File: src/sv/assert_macros.svh
`ifndef ASSERT_MACROS_SVH
`define ASSERT_MACROS_SVH

`ifndef SYNTHESIS
`define SME_ASSERT_IMPL(lbl, clk, rst_n, ante, cons) \
    lbl: assert property (@(posedge clk) disable iff (!rst_n) (ante) |-> (cons)) \
        else $error("same-cycle check failed");
`define SME_ASSERT_NEXT(lbl, clk, rst_n, ante, cons) \
    lbl: assert property (@(posedge clk) disable iff (!rst_n) (ante) |=> (cons)) \
        else $error("next-cycle check failed");
`else
`define SME_ASSERT_IMPL(lbl, clk, rst_n, ante, cons)
`define SME_ASSERT_NEXT(lbl, clk, rst_n, ante, cons)
`endif

`endif

File: src/sv/sme_pkg.sv
package sme_pkg;

    localparam int DATA_W          = 32;
    localparam int OP_W            = 3;
    localparam int IMM_W           = 8;
    localparam int ST_W            = 3;
    localparam int DEPTH_W         = 7;
    localparam int STACK_DEPTH_DEF = 64;

    typedef logic [OP_W-1:0] t_op;

    localparam t_op OP_PUSH = 3'd0;
    localparam t_op OP_ADD  = 3'd1;
    localparam t_op OP_SUB  = 3'd2;
    localparam t_op OP_MUL  = 3'd3;
    localparam t_op OP_DIV  = 3'd4;
    localparam t_op OP_HALT = 3'd5;

    typedef enum logic [ST_W-1:0] {
        ST_OK    = 3'd0,
        ST_HALT  = 3'd1,
        ST_BADOP = 3'd2,
        ST_STACK = 3'd3,
        ST_DIVZ  = 3'd4
    } t_status;

endpackage

File: src/sv/sme_instr_if.sv
interface sme_instr_if import sme_pkg::*; ();
    logic             valid;
    logic             ready;
    logic [OP_W-1:0]  op;
    logic [IMM_W-1:0] imm;

    modport source (output valid, output op, output imm, input ready);
    modport sink   (input valid, input op, input imm, output ready);
endinterface

File: src/sv/sme_result_if.sv
interface sme_result_if import sme_pkg::*; ();
    logic                     valid;
    logic                     ready;
    logic [ST_W-1:0]          status;
    logic [DEPTH_W-1:0]       depth;
    logic signed [DATA_W-1:0] top_value;

    modport source (output valid, output status, output depth, output top_value, input ready);
    modport sink   (input valid, input status, input depth, input top_value, output ready);
endinterface

File: src/sv/sme_div.sv
module sme_div import sme_pkg::*; (
    input  logic              i_clk,
    input  logic              i_rst_n,
    input  logic              i_start,
    input  logic [DATA_W-1:0] i_dividend,
    input  logic [DATA_W-1:0] i_divisor,
    output logic              o_done,
    output logic [DATA_W-1:0] o_quotient
);

    localparam int STEP_W = $clog2(DATA_W + 1);

    logic [DATA_W:0]     r_rem;
    logic [DATA_W-1:0]   r_quo;
    logic [DATA_W-1:0]   r_div;
    logic                r_neg;
    logic                r_busy;
    logic                r_done;
    logic [STEP_W-1:0]   r_cnt;

    logic [DATA_W:0]     w_shift;
    logic [DATA_W:0]     w_diff;
    logic                w_ge;

    assign w_shift = {r_rem[DATA_W-1:0], r_quo[DATA_W-1]};
    assign w_diff  = w_shift - {1'b0, r_div};
    assign w_ge    = !w_diff[DATA_W];

    always_ff @(posedge i_clk) begin
        if (!i_rst_n) begin
            r_busy <= 1'b0;
            r_done <= 1'b0;
            r_cnt  <= '0;
        end else if (i_start) begin
            r_busy <= 1'b1;
            r_done <= 1'b0;
            r_cnt  <= STEP_W'(DATA_W);
        end else if (r_busy) begin
            r_cnt <= r_cnt - STEP_W'(1);
            if (r_cnt == STEP_W'(1)) begin
                r_busy <= 1'b0;
                r_done <= 1'b1;
            end
        end
    end

    always_ff @(posedge i_clk) begin
        if (i_start) begin
            r_rem <= '0;
            r_quo <= i_dividend[DATA_W-1] ? (DATA_W'(0) - i_dividend) : i_dividend;
            r_div <= i_divisor[DATA_W-1] ? (DATA_W'(0) - i_divisor) : i_divisor;
            r_neg <= i_dividend[DATA_W-1] ^ i_divisor[DATA_W-1];
        end else if (r_busy) begin
            r_rem <= w_ge ? w_diff : w_shift;
            r_quo <= {r_quo[DATA_W-2:0], w_ge};
        end
    end

    assign o_done     = r_done;
    assign o_quotient = r_neg ? (DATA_W'(0) - r_quo) : r_quo;

endmodule

File: src/sv/stack_machine_executor.sv
// Channel   Dir  Interface      Payload
// i_instr   in   sme_instr_if   op[2:0], imm[7:0]
// o_result  out  sme_result_if  status[2:0], depth[6:0], top_value[31:0] signed
//
// Push, halt, unknown opcodes and stack errors: result is registered straight from the idle state.
// Add, sub, divide by zero: S_EX after the stack memory read; mul adds S_MUL (product register).
// Div: S_EX then S_DIV, using the bit-serial divider (one quotient bit per cycle).
// One instruction in flight; a result waiting in the output register stalls the next one.
// Synchronous active-low reset empties the stack; stack memory contents are not cleared.
`include "assert_macros.svh"

module stack_machine_executor import sme_pkg::*; #(
    parameter int STACK_DEPTH = STACK_DEPTH_DEF
) (
    input  logic         i_clk,
    input  logic         i_rst_n,
    sme_instr_if.sink    i_instr,
    sme_result_if.source o_result
);

    localparam int CNT_W = $clog2(STACK_DEPTH + 1);
    localparam int IDX_W = $clog2(STACK_DEPTH);

    typedef enum logic [3:0] {
        S_IDLE = 4'b0001,
        S_EX   = 4'b0010,
        S_MUL  = 4'b0100,
        S_DIV  = 4'b1000
    } t_state;

    t_state              r_state, n_state;
    logic [CNT_W-1:0]    r_count, n_count;
    logic [DATA_W-1:0]   r_top, n_top;
    t_op                 r_op, n_op;
    logic [DATA_W-1:0]   r_prod, n_prod;
    logic                r_ovalid, n_ovalid;
    t_status             r_ostatus, n_ostatus;
    logic [DEPTH_W-1:0]  r_odepth, n_odepth;
    logic [DATA_W-1:0]   r_otop, n_otop;

    logic [DATA_W-1:0]   r_stack [STACK_DEPTH];
    logic [DATA_W-1:0]   r_rdata;

    logic                w_in_fire;
    logic                w_oslot;
    logic                w_we;
    logic [IDX_W-1:0]    w_widx;
    logic [IDX_W-1:0]    w_ridx;
    logic [DATA_W-1:0]   w_cur_top;
    logic [DATA_W-1:0]   w_prod;
    logic                w_commit;
    logic [DATA_W-1:0]   w_res;
    logic                w_div_start;
    logic                w_div_done;
    logic [DATA_W-1:0]   w_div_q;

    assign w_oslot   = !r_ovalid || o_result.ready;
    assign w_in_fire = i_instr.valid && i_instr.ready;
    assign w_widx    = IDX_W'(r_count - CNT_W'(1));
    assign w_ridx    = IDX_W'(r_count - CNT_W'(2));
    assign w_cur_top = (r_count == '0) ? '0 : r_top;
    assign w_prod    = DATA_W'(r_rdata * r_top);

    assign i_instr.ready      = (r_state == S_IDLE) && w_oslot;
    assign o_result.valid     = r_ovalid;
    assign o_result.status    = r_ostatus;
    assign o_result.depth     = r_odepth;
    assign o_result.top_value = $signed(r_otop);

    sme_div u_div (
        .i_clk      (i_clk),
        .i_rst_n    (i_rst_n),
        .i_start    (w_div_start),
        .i_dividend (r_rdata),
        .i_divisor  (r_top),
        .o_done     (w_div_done),
        .o_quotient (w_div_q)
    );

    always_ff @(posedge i_clk) begin
        if (w_we) begin
            r_stack[w_widx] <= r_top;
        end
        r_rdata <= r_stack[w_ridx];
    end

    always_comb begin
        n_state     = r_state;
        n_count     = r_count;
        n_top       = r_top;
        n_op        = r_op;
        n_prod      = r_prod;
        n_ovalid    = r_ovalid && !o_result.ready;
        n_ostatus   = r_ostatus;
        n_odepth    = r_odepth;
        n_otop      = r_otop;
        w_we        = 1'b0;
        w_commit    = 1'b0;
        w_res       = r_prod;
        w_div_start = 1'b0;

        case (r_state)
            S_IDLE: begin
                if (w_in_fire) begin
                    n_op     = i_instr.op;
                    n_ovalid = 1'b1;
                    n_odepth = DEPTH_W'(r_count);
                    n_otop   = w_cur_top;
                    if (i_instr.op == OP_PUSH) begin
                        if (r_count >= CNT_W'(STACK_DEPTH)) begin
                            n_ostatus = ST_STACK;
                        end else begin
                            w_we      = (r_count != '0);
                            n_top     = DATA_W'(i_instr.imm);
                            n_count   = r_count + CNT_W'(1);
                            n_ostatus = ST_OK;
                            n_odepth  = DEPTH_W'(r_count + CNT_W'(1));
                            n_otop    = DATA_W'(i_instr.imm);
                        end
                    end else if (i_instr.op inside {OP_ADD, OP_SUB, OP_MUL, OP_DIV}) begin
                        if (r_count < CNT_W'(2)) begin
                            n_ostatus = ST_STACK;
                        end else begin
                            n_ovalid = r_ovalid && !o_result.ready;
                            n_state  = S_EX;
                        end
                    end else if (i_instr.op == OP_HALT) begin
                        n_ostatus = ST_HALT;
                    end else begin
                        n_ostatus = ST_BADOP;
                    end
                end
            end
            S_EX: begin
                case (r_op)
                    OP_ADD: begin
                        w_res    = r_rdata + r_top;
                        w_commit = w_oslot;
                    end
                    OP_SUB: begin
                        w_res    = r_rdata - r_top;
                        w_commit = w_oslot;
                    end
                    OP_MUL: begin
                        n_prod  = w_prod;
                        n_state = S_MUL;
                    end
                    default: begin
                        if (r_top == '0) begin
                            if (w_oslot) begin
                                n_ovalid  = 1'b1;
                                n_ostatus = ST_DIVZ;
                                n_odepth  = DEPTH_W'(r_count);
                                n_otop    = r_top;
                                n_state   = S_IDLE;
                            end
                        end else begin
                            w_div_start = 1'b1;
                            n_state     = S_DIV;
                        end
                    end
                endcase
            end
            S_MUL: begin
                w_res    = r_prod;
                w_commit = w_oslot;
            end
            S_DIV: begin
                w_res    = w_div_q;
                w_commit = w_div_done && w_oslot;
            end
            default: begin
                n_state = S_IDLE;
            end
        endcase

        if (w_commit) begin
            n_top     = w_res;
            n_count   = r_count - CNT_W'(1);
            n_ovalid  = 1'b1;
            n_ostatus = ST_OK;
            n_odepth  = DEPTH_W'(r_count - CNT_W'(1));
            n_otop    = w_res;
            n_state   = S_IDLE;
        end
    end

    always_ff @(posedge i_clk) begin
        if (!i_rst_n) begin
            r_state  <= S_IDLE;
            r_count  <= '0;
            r_ovalid <= 1'b0;
        end else begin
            r_state  <= n_state;
            r_count  <= n_count;
            r_ovalid <= n_ovalid;
        end
    end

    always_ff @(posedge i_clk) begin
        r_top     <= n_top;
        r_op      <= n_op;
        r_prod    <= n_prod;
        r_ostatus <= n_ostatus;
        r_odepth  <= n_odepth;
        r_otop    <= n_otop;
    end

    `SME_ASSERT_IMPL(a_count_bound, i_clk, i_rst_n, 1'b1, r_count <= CNT_W'(STACK_DEPTH))
    `SME_ASSERT_NEXT(a_push_grows, i_clk, i_rst_n,
        w_in_fire && i_instr.op == OP_PUSH && r_count < CNT_W'(STACK_DEPTH),
        r_count == $past(r_count) + CNT_W'(1))
    `SME_ASSERT_NEXT(a_commit_pops, i_clk, i_rst_n, w_commit,
        r_count == $past(r_count) - CNT_W'(1) && r_state == S_IDLE)
    `SME_ASSERT_IMPL(a_div_in_state, i_clk, i_rst_n, $rose(w_div_done), r_state == S_DIV)

endmodule
File: src/flat_wrapper.sv
// flat-port wrapper written by rule: the top's interface ports become plain ports
module stack_machine_executor_flat import sme_pkg::*;
#(
    parameter int STACK_DEPTH = STACK_DEPTH_DEF
)
  (i_clk, i_rst_n, i_instr_valid, i_instr_op, i_instr_imm, i_instr_ready, o_result_valid, o_result_status, o_result_depth, o_result_top_value, o_result_ready);
  sme_instr_if i_instr_i ();
  sme_result_if o_result_i ();
  input  logic i_clk;
  input  logic i_rst_n;
  input wire logic [$bits(i_instr_i.valid)-1:0] i_instr_valid;
  input wire logic [$bits(i_instr_i.op)-1:0] i_instr_op;
  input wire logic [$bits(i_instr_i.imm)-1:0] i_instr_imm;
  output wire logic [$bits(i_instr_i.ready)-1:0] i_instr_ready;
  output wire logic [$bits(o_result_i.valid)-1:0] o_result_valid;
  output wire logic [$bits(o_result_i.status)-1:0] o_result_status;
  output wire logic [$bits(o_result_i.depth)-1:0] o_result_depth;
  output wire logic [$bits(o_result_i.top_value)-1:0] o_result_top_value;
  input wire logic [$bits(o_result_i.ready)-1:0] o_result_ready;
  assign i_instr_i.valid = i_instr_valid;
  assign i_instr_i.op = i_instr_op;
  assign i_instr_i.imm = i_instr_imm;
  assign i_instr_ready = i_instr_i.ready;
  assign o_result_valid = o_result_i.valid;
  assign o_result_status = o_result_i.status;
  assign o_result_depth = o_result_i.depth;
  assign o_result_top_value = o_result_i.top_value;
  assign o_result_i.ready = o_result_ready;
  stack_machine_executor #(.STACK_DEPTH(STACK_DEPTH)) u_core (.i_clk(i_clk), .i_rst_n(i_rst_n), .i_instr(i_instr_i), .o_result(o_result_i));
endmodule
File: config.mk
export PLATFORM = sky130hd
export DESIGN_NAME = stack_machine_executor_flat
export DESIGN_NICKNAME = d
export VERILOG_FILES = /design/src/sv/sme_pkg.sv /design/src/sv/sme_instr_if.sv /design/src/sv/sme_result_if.sv /design/src/sv/sme_div.sv /design/src/sv/stack_machine_executor.sv /design/src/flat_wrapper.sv
export VERILOG_INCLUDE_DIRS = /design/src /design/src/sv
export SDC_FILE = /design/constraint.sdc
export NUM_CORES = 2
export LEC_CHECK = 0
export BUFFER_PORTS_ARGS = -buffer_cell sky130_fd_sc_hd__buf_2
export CAP_MARGIN = 30
export CELL_PAD_IN_SITES_DETAIL_PLACEMENT = 1
export CELL_PAD_IN_SITES_GLOBAL_PLACEMENT = 1
export CORE_ASPECT_RATIO = 0.7
export CORE_UTILIZATION = 42
export CTS_CLUSTER_SIZE = 25
export DETAILED_ROUTE_END_ITERATION = 7
export PLACE_DENSITY = 0.59
export SYNTH_ARGS = -nofsm -noshare
export SYNTH_HDL_FRONTEND = slang
export SYNTH_HIERARCHICAL = 1
export SYNTH_SLANG_ARGS = --single-unit
File: constraint.sdc
create_clock -name i_clk -period 20.3 [get_ports i_clk]
set_input_delay 3.045 -clock i_clk [delete_from_list [all_inputs] [get_ports i_clk]]
set_output_delay 3.045 -clock i_clk [all_outputs]
set_load 0.02 [all_outputs]
## After elaboration in Yosys (flattened, before gate mapping)

Memories as Yosys holds them, arrays and structs flattened. A register that Yosys moved wholly into a read port is not among the register bits.
Cells that the tools add are included.

- Add/sub/neg operators: 10
- $mul: 1
- Order comparisons: 2
- Eq/ne operators: 28
- Multiplexer cells: 75
- Bitwise gates (word level): 3
- Reduce and logical (&&, ||, !) cells: 32

Operators with widths:

| operator | count |
|---|---|
| two-way mux 32 bit | 18 |
| case mux 32 bit (2 select lines) | 3 |
| subtractor 1 x 32 -> 32 bit (first input constant) | 3 |
| two-way mux 7 bit | 9 |
| subtractor 33 x 32 -> 33 bit | 1 |
| adder 32 bit | 1 |
| logical NOT 32 bit | 1 |
| multiplier 32 x 32 -> 32 bit | 1 |
| subtractor 32 bit | 1 |
| two-way mux 31 bit | 1 |
| two-way mux 4 bit | 6 |
| two-way mux 1 bit | 21 |
| two-way mux 3 bit | 7 |
| case mux 7 bit (2 select lines) | 1 |
| equality test 3 x 2 -> 1 bit (second input constant) | 4 |
| two-way mux 6 bit | 2 |
| case mux 4 bit (3 select lines) | 1 |
| inequality test 2 bit (second input constant) | 5 |
| nonzero test 2 bit | 5 |
| inequality test 3 x 1 -> 1 bit (second input constant) | 3 |
| inequality test 2 x 1 -> 1 bit (second input constant) | 4 |
| case mux 4 bit (2 select lines) | 1 |
| AND reduction 2 bit | 4 |
| OR reduction 2 bit | 4 |
| other kinds (35) | 44 |

- Register bits: 226
- RAM bits: 2048
- Input bits: 15
- Logic and storage cells: 170
- Memories: 1

Memories:

| memory | depth | bits a word | rd ports | clocked after Yosys merged registers in | wr ports | RTL line | text |
|---|---|---|---|---|---|---|---|
| u_core.r_stack | 64 | 32 | 1 | 1 | 1 | stack_machine_executor.sv:41 | `logic [DATA_W-1:0] r_stack [STACK_DEPTH];` |

## Longest topological paths before layout

- Word-level depth: 8
- Depth in mapped cells: 27

## Hierarchy

The synthesis kept the hierarchy.

By module, submodules not included:

| module | times used | cells each | area an instance (um2) |
|---|---|---|---|
| stack_machine_executor | 1 | 5560 | 101846.4 |
| sme_div | 1 | 896 | 7875.1 |

## Worst setup path before layout

OpenSTA, ideal clock, no wires.

- Path kind: reg2reg
- From: reg u_core.r_top[6]
- To: reg u_core.r_prod[29], data pin
- Library setup time: 0.258 ns
- Data arrival time: 7.474 ns
- Data required time: 20.042 ns
- Setup slack: 12.569 ns
- Cell stages (with the launch flop): 23
- Buffers on the path: 2
- Clock period less this slack: 7.731 ns
- Path through: edfxtp_1 > clkbuf_1 > clkbuf_1 > and2_1 > fa_1 > fa_1 > fa_1 > inv_1 > fa_1 > inv_1 > fa_1 > fa_1 > fa_1 > fa_1 > ha_1 > a21o_1 > a21oi_1 > o21ai_0 > o31a_1 > a221oi_2 > o21bai_1 > a21oi_1 > xnor2_1

- Cells in the longest elaborated chain, start to end: 1

Ends and longest elaborated chain:

| item | RTL line | text |
|---|---|---|
| start: declaration | stack_machine_executor.sv:33 | `logic [DATA_W-1:0] r_top, n_top;` |
| start signal: assignment | stack_machine_executor.sv:201 | `r_top <= n_top;` |
| multiplier 32 x 32 -> 32 bit | stack_machine_executor.sv:62 | `assign w_prod = DATA_W'(r_rdata * r_top);` |
| via u_core.w_prod[29] | stack_machine_executor.sv:50 | `logic [DATA_W-1:0] w_prod;` |
| end signal: assignment | stack_machine_executor.sv:203 | `r_prod <= n_prod;` |
| end: declaration | stack_machine_executor.sv:35 | `logic [DATA_W-1:0] r_prod, n_prod;` |

The timed path passes the listed nets, and every way through them passes these cells.
A chain may end at the register's enable or synchronous reset.

## Worst setup path in the final report

- From: reg u_core.r_top[9]
- To: reg u_core.r_prod[31], data pin

The elaborated chain is that of the path after synthesis.

==> impl_summary.txt <==
----------------------------------------------------
[Outcome]
  Result of the run ... complete, no violations

[Floorplan]
  Width of the die ... around 610 um
  Number of placement rows ... roughly 160
  Starting Density ... between 40% and 50%
  Die Footprint ... 263000 sq um
  Placeable core region ... 259000 sq um
  Count of boundary I/O pins ... slightly below 60
  Die Ht ... 430 um

[Critical path]
  Most repeated library cell on the critical path ... fa_1
  Startpoint types ... register
  Data arrival time of the worst path ... 9240 ps
  Critical path endpoint category ... register
  Cell-by-cell trace of the critical path ... buf_4 -> buf_4 -> nand2_1 -> fa_1 -> inv_1 -> fa_1 -> fa_1 -> inv_1 -> fa_1 -> inv_1 -> fa_1 -> fa_1 -> fa_1 -> fa_1 -> ha_1 -> a21o_1 -> a21oi_1 -> o21ai_0 -> nand2b_1 -> o31a_1 -> a221oi_2 -> o21ai_0 -> o21ai_0 -> xnor2_1
  Slowest cell on the critical path ... edfxtp_1
  Crit Path Class ... reg2reg
  Critical path buffer and inverter count ... 5
  Crit-path max cell delay ... ~800 ps
  Largest fanout of any net on the critical path ... 45
  Data required time of the critical path ... between 20000 and 25000 ps
  Top delay family on crit path ... adder cells

[STA]
  Clock tree skew after final layout ... between 50 and 60 ps
  Post-route setup slack ... 11660 ps
  TNS Setup ... 0 ps
  RSZ-0062 raised after global routing ... no
  Maximum achievable frequency ... 116 MHz
  Worst hold slack after final layout ... between 400 and 500 ps
  Minimum period implied by the final worst setup slack ... 8640 ps
  Part of the cycle the worst path needs ... about 43%
  Worst slew margin relative to its limit ... between 20% and 30%
  Final Hold Viols ... 0
  Worst-margin pin slew ... between 1000 and 1500 ps
  Max Transition Viols Final ... 0
  Final setup viols ... 0

[Global route]
  Remaining global-route overflow ... 0
  Met1 capacity usage during global routing ... a little over two fifths
  Vias in the first global route ... roughly 63000
  Fraction of met3 tracks used by global routing ... approximately 4.6%
  Maximum number of pins on one net before global-route repair ... 140
  Global routing met2 resource utilization ... about two fifths
  Layer with the highest usage ... met1
  Number of antenna violations at the first check in global routing ... 26
  Global routing usage summed across all routing layers ... 26.5%
  Global-route wire length before repair ... between 400000 and 500000 um

[Worst hold path]
  Hold/Removal Path Class ... reg2reg

[Pwr]
  Switch share ... 40.5%
  Peak supply drop ... 0.000676 V
  Internal Power ... 13.8 mW
  Proportion of power drawn by the clock network ... 17.5%
  Total leakage power ... 41.0 nW
  Total power density per cell area ... 189 nW/um^2
  Fraction of power consumed by combinational cells ... approximately 57%
  Part of the total power dissipated in sequential elements ... between 20 and 30%
  Psw ... a little over 9 mW

[Placement]
  Port buffer count ... 58
  Post-place setup slack ... 11730 ps
  Post-detail-place hpwl ... 205000 um
  Routability congestion estimate from global placement ... 0.839

[Synth]
  Flops & latches, synth ... 2306
  Top_reg_cell synth ... edfxtp_1
  Mapped Nets ... roughly 7100
  Number of distinct library cells after synthesis ... 96
  Share of synthesized area occupied by flip-flops and latches ... 62.3%
  Instance count of the mapped netlist ... 6456
  Share of async-settable or async-resettable flops after synthesis ... 0%
  Cells taking the most area after synthesis ... edfxtp_1, mux4_2, fa_1, ha_1, and2_1
  Cell area after synthesis ... 110000 sq um
  Number of synthesized flops with an enable pin ... 2219
  Syn Area/Cell ... ~17 sq um
  Commonest cells post-synth ... edfxtp_1, mux4_2, inv_1
  Largest area contributor in the netlist ... edfxtp_1
  Yosys synthesis warning count ... 6
  Most frequent cell after synthesis ... edfxtp_1
  Share of the synthesized area in the top cell type ... 60.7%

[Clock network]
  H-Tree Depth ... 4
  Hold buffer count at cts ... 0
  CTS resizes ... 0
  Clock latency of the later-clocked register in the worst-skew pair ... 900 ps
  Clock Pin Slew Worst Setup and Hold Paths ... 70 ps
  TritonCTS clock tree ... built
  Maximum count of clock buffers along a single path ... 4
  Number of post-CTS setup repair buffers ... 0
  Number of clock buffers inserted by TritonCTS ... 224
  Buffer cell driving the clock tree root ... clkbuf_16
  Clock Sinks ... 2306

[Layout]
  Number of filler cells placed in the layout ... 24500
  Count of nets after finishing ... 7257
  Share of post-route cells with drive strength above 1 ... 20.2%
  Layout Area Growth over Synthesis ... 11.5%

[Routing]
  Total number of vias ... 61800
  DR vias/cell ... 6.01
  Average routed wire per standard cell ... 33.8 um
  Antenna Nets Post-Route ... 0
  Detailed-router iteration count before antenna repair ... 5
  Wire length after detailed routing ... 348000 um
  Detailed-route DRC error count ... 0
  Violation count after the first detailed-route iteration ... about 7800

[Job]
  Maxcap violations ... 0

----------------------------------------------------
tightest hold or removal path: stages, from the launching register on:
cell and delay [ps]:
dfxtp_1 310, nand2_1 50, a21oi_1 50
cell usage in the layout (no fill, tap or decap), drive strengths merged, types with 15 or more instances in the layout:
master	netlist	routed
edfxtp	2219	2219
mux4	664	664
inv	475	478
fa	410	410
nand2	395	395
and2	329	329
clkbuf	231	295
buf	96	279
nor2	249	249
ha	198	198
xnor2	192	192
a21oi	150	150
o21ai	125	125
dfxtp	87	87
xor2	86	86
clkinv	0	76
a21o	41	41
a211oi	41	41
mux2i	39	39
o31ai	38	38
nor3	36	36
nand3	34	34
a31oi	27	27
or3	26	26
nor2b	21	21
o21a	18	18
a22oi	18	18
or4	18	18
and3	17	17
o21bai	15	15
path summary, 6_finish.rpt:
kind,slack [ps],depth (start not counted),start,endpoint
worst min register to register,450,2,u_core/o_result.status[0]$_SDFFE_PP0P_,u_core/o_result.status[0]$_SDFFE_PP0P_
worst min-delay path,450,2,u_core/o_result.status[0]$_SDFFE_PP0P_,u_core/o_result.status[0]$_SDFFE_PP0P_
worst max-delay path,11660,24,u_core/r_top[9]$_SDFFCE_PN0P_,u_core/r_prod[31]$_DFFE_PP_
worst max register to register,11660,24,u_core/r_top[9]$_SDFFCE_PN0P_,u_core/r_prod[31]$_DFFE_PP_
cell type report:
type	count	area [sq um]	share of cell area (%)
clock buffer	295	5980	4.89
multi-input combinational	3348	38800	31.7
antenna	8	20.0	0.0164
inverter	475	1780	1.46
clock inverter	98	868	0.710
timing repair buffer	279	2150	1.76
tap	3476	4350	3.55
sequential	2306	68400	55.9
stage by stage:
| step | instance area [sq um] | util (%) | power, mW | cells |
|---|---|---|---|---|
| final | 122000 | 47.2 | 23.1 | 10300 |
| after global routing | 122000 | 47.2 | 24.7 | 10300 |
| after CTS | 122000 | 47.2 | 23.1 | 10300 |
| after detailed placement | 115000 | 44.5 | 19.0 | 9877 |
| after global placement | 115000 | 44.5 | 18.7 | 9873 |
| after floorplan | 110000 | - | 15.4 | 6456 |
power groups by stage:
stage          combinational [mW]  clock [mW]  sequential [mW]
2_1_floorplan                9.28           0             6.11
3_3_place_gp                 12.6           0             6.08
3_5_place_dp                 12.9           0             6.08
4_1_cts                      13.0        4.13             5.98
5_1_grt                      14.5        4.28             5.98
6_report                     13.1        4.06             5.98
cells by family after synthesis:
family / after synthesis / share of synthesized area, %
XOR/XNOR: 278 / 2.24
flip-flops: 2306 / 62.3
adder cells (fa/ha/maj): 608 / 9.74
multiplexers: 704 / 14.0
AND/OR/NAND/NOR: 1181 / 5.37
AO/OA/AOI/OAI: 577 / 3.48
buffers and inverters: 802 / 2.86
state kept, by name (all words and copies together), names as in the netlist:
register                   flops
u_core/r_prod                 32
u_core/r_top                  32
u_core/r_op                    3
u_core/o_result.valid          1
u_core/r_stack              2048
u_core/r_rdata                32
u_core/o_result.status         3
u_core/u_div/r_quo            32
u_core/u_div/r_busy            1
u_core/u_div/o_done            1
u_core/u_div/r_cnt             6
u_core/r_count                 7
u_core/u_div/r_neg             1
u_core/o_result.depth          7
u_core/u_div/r_div            32
u_core/o_result.top_value     32
u_core/r_state                 4
u_core/u_div/r_rem            32
layer usage:
layer / vias to the layer above / share of wire, %
li1: 24800 / -
met1: 34000 / 47
met2: 2600 / 43
met3: 356 / 8.3
met4: 6 / 1.8
met5: - / 0.012
Power figures use the tool's default switching activity.
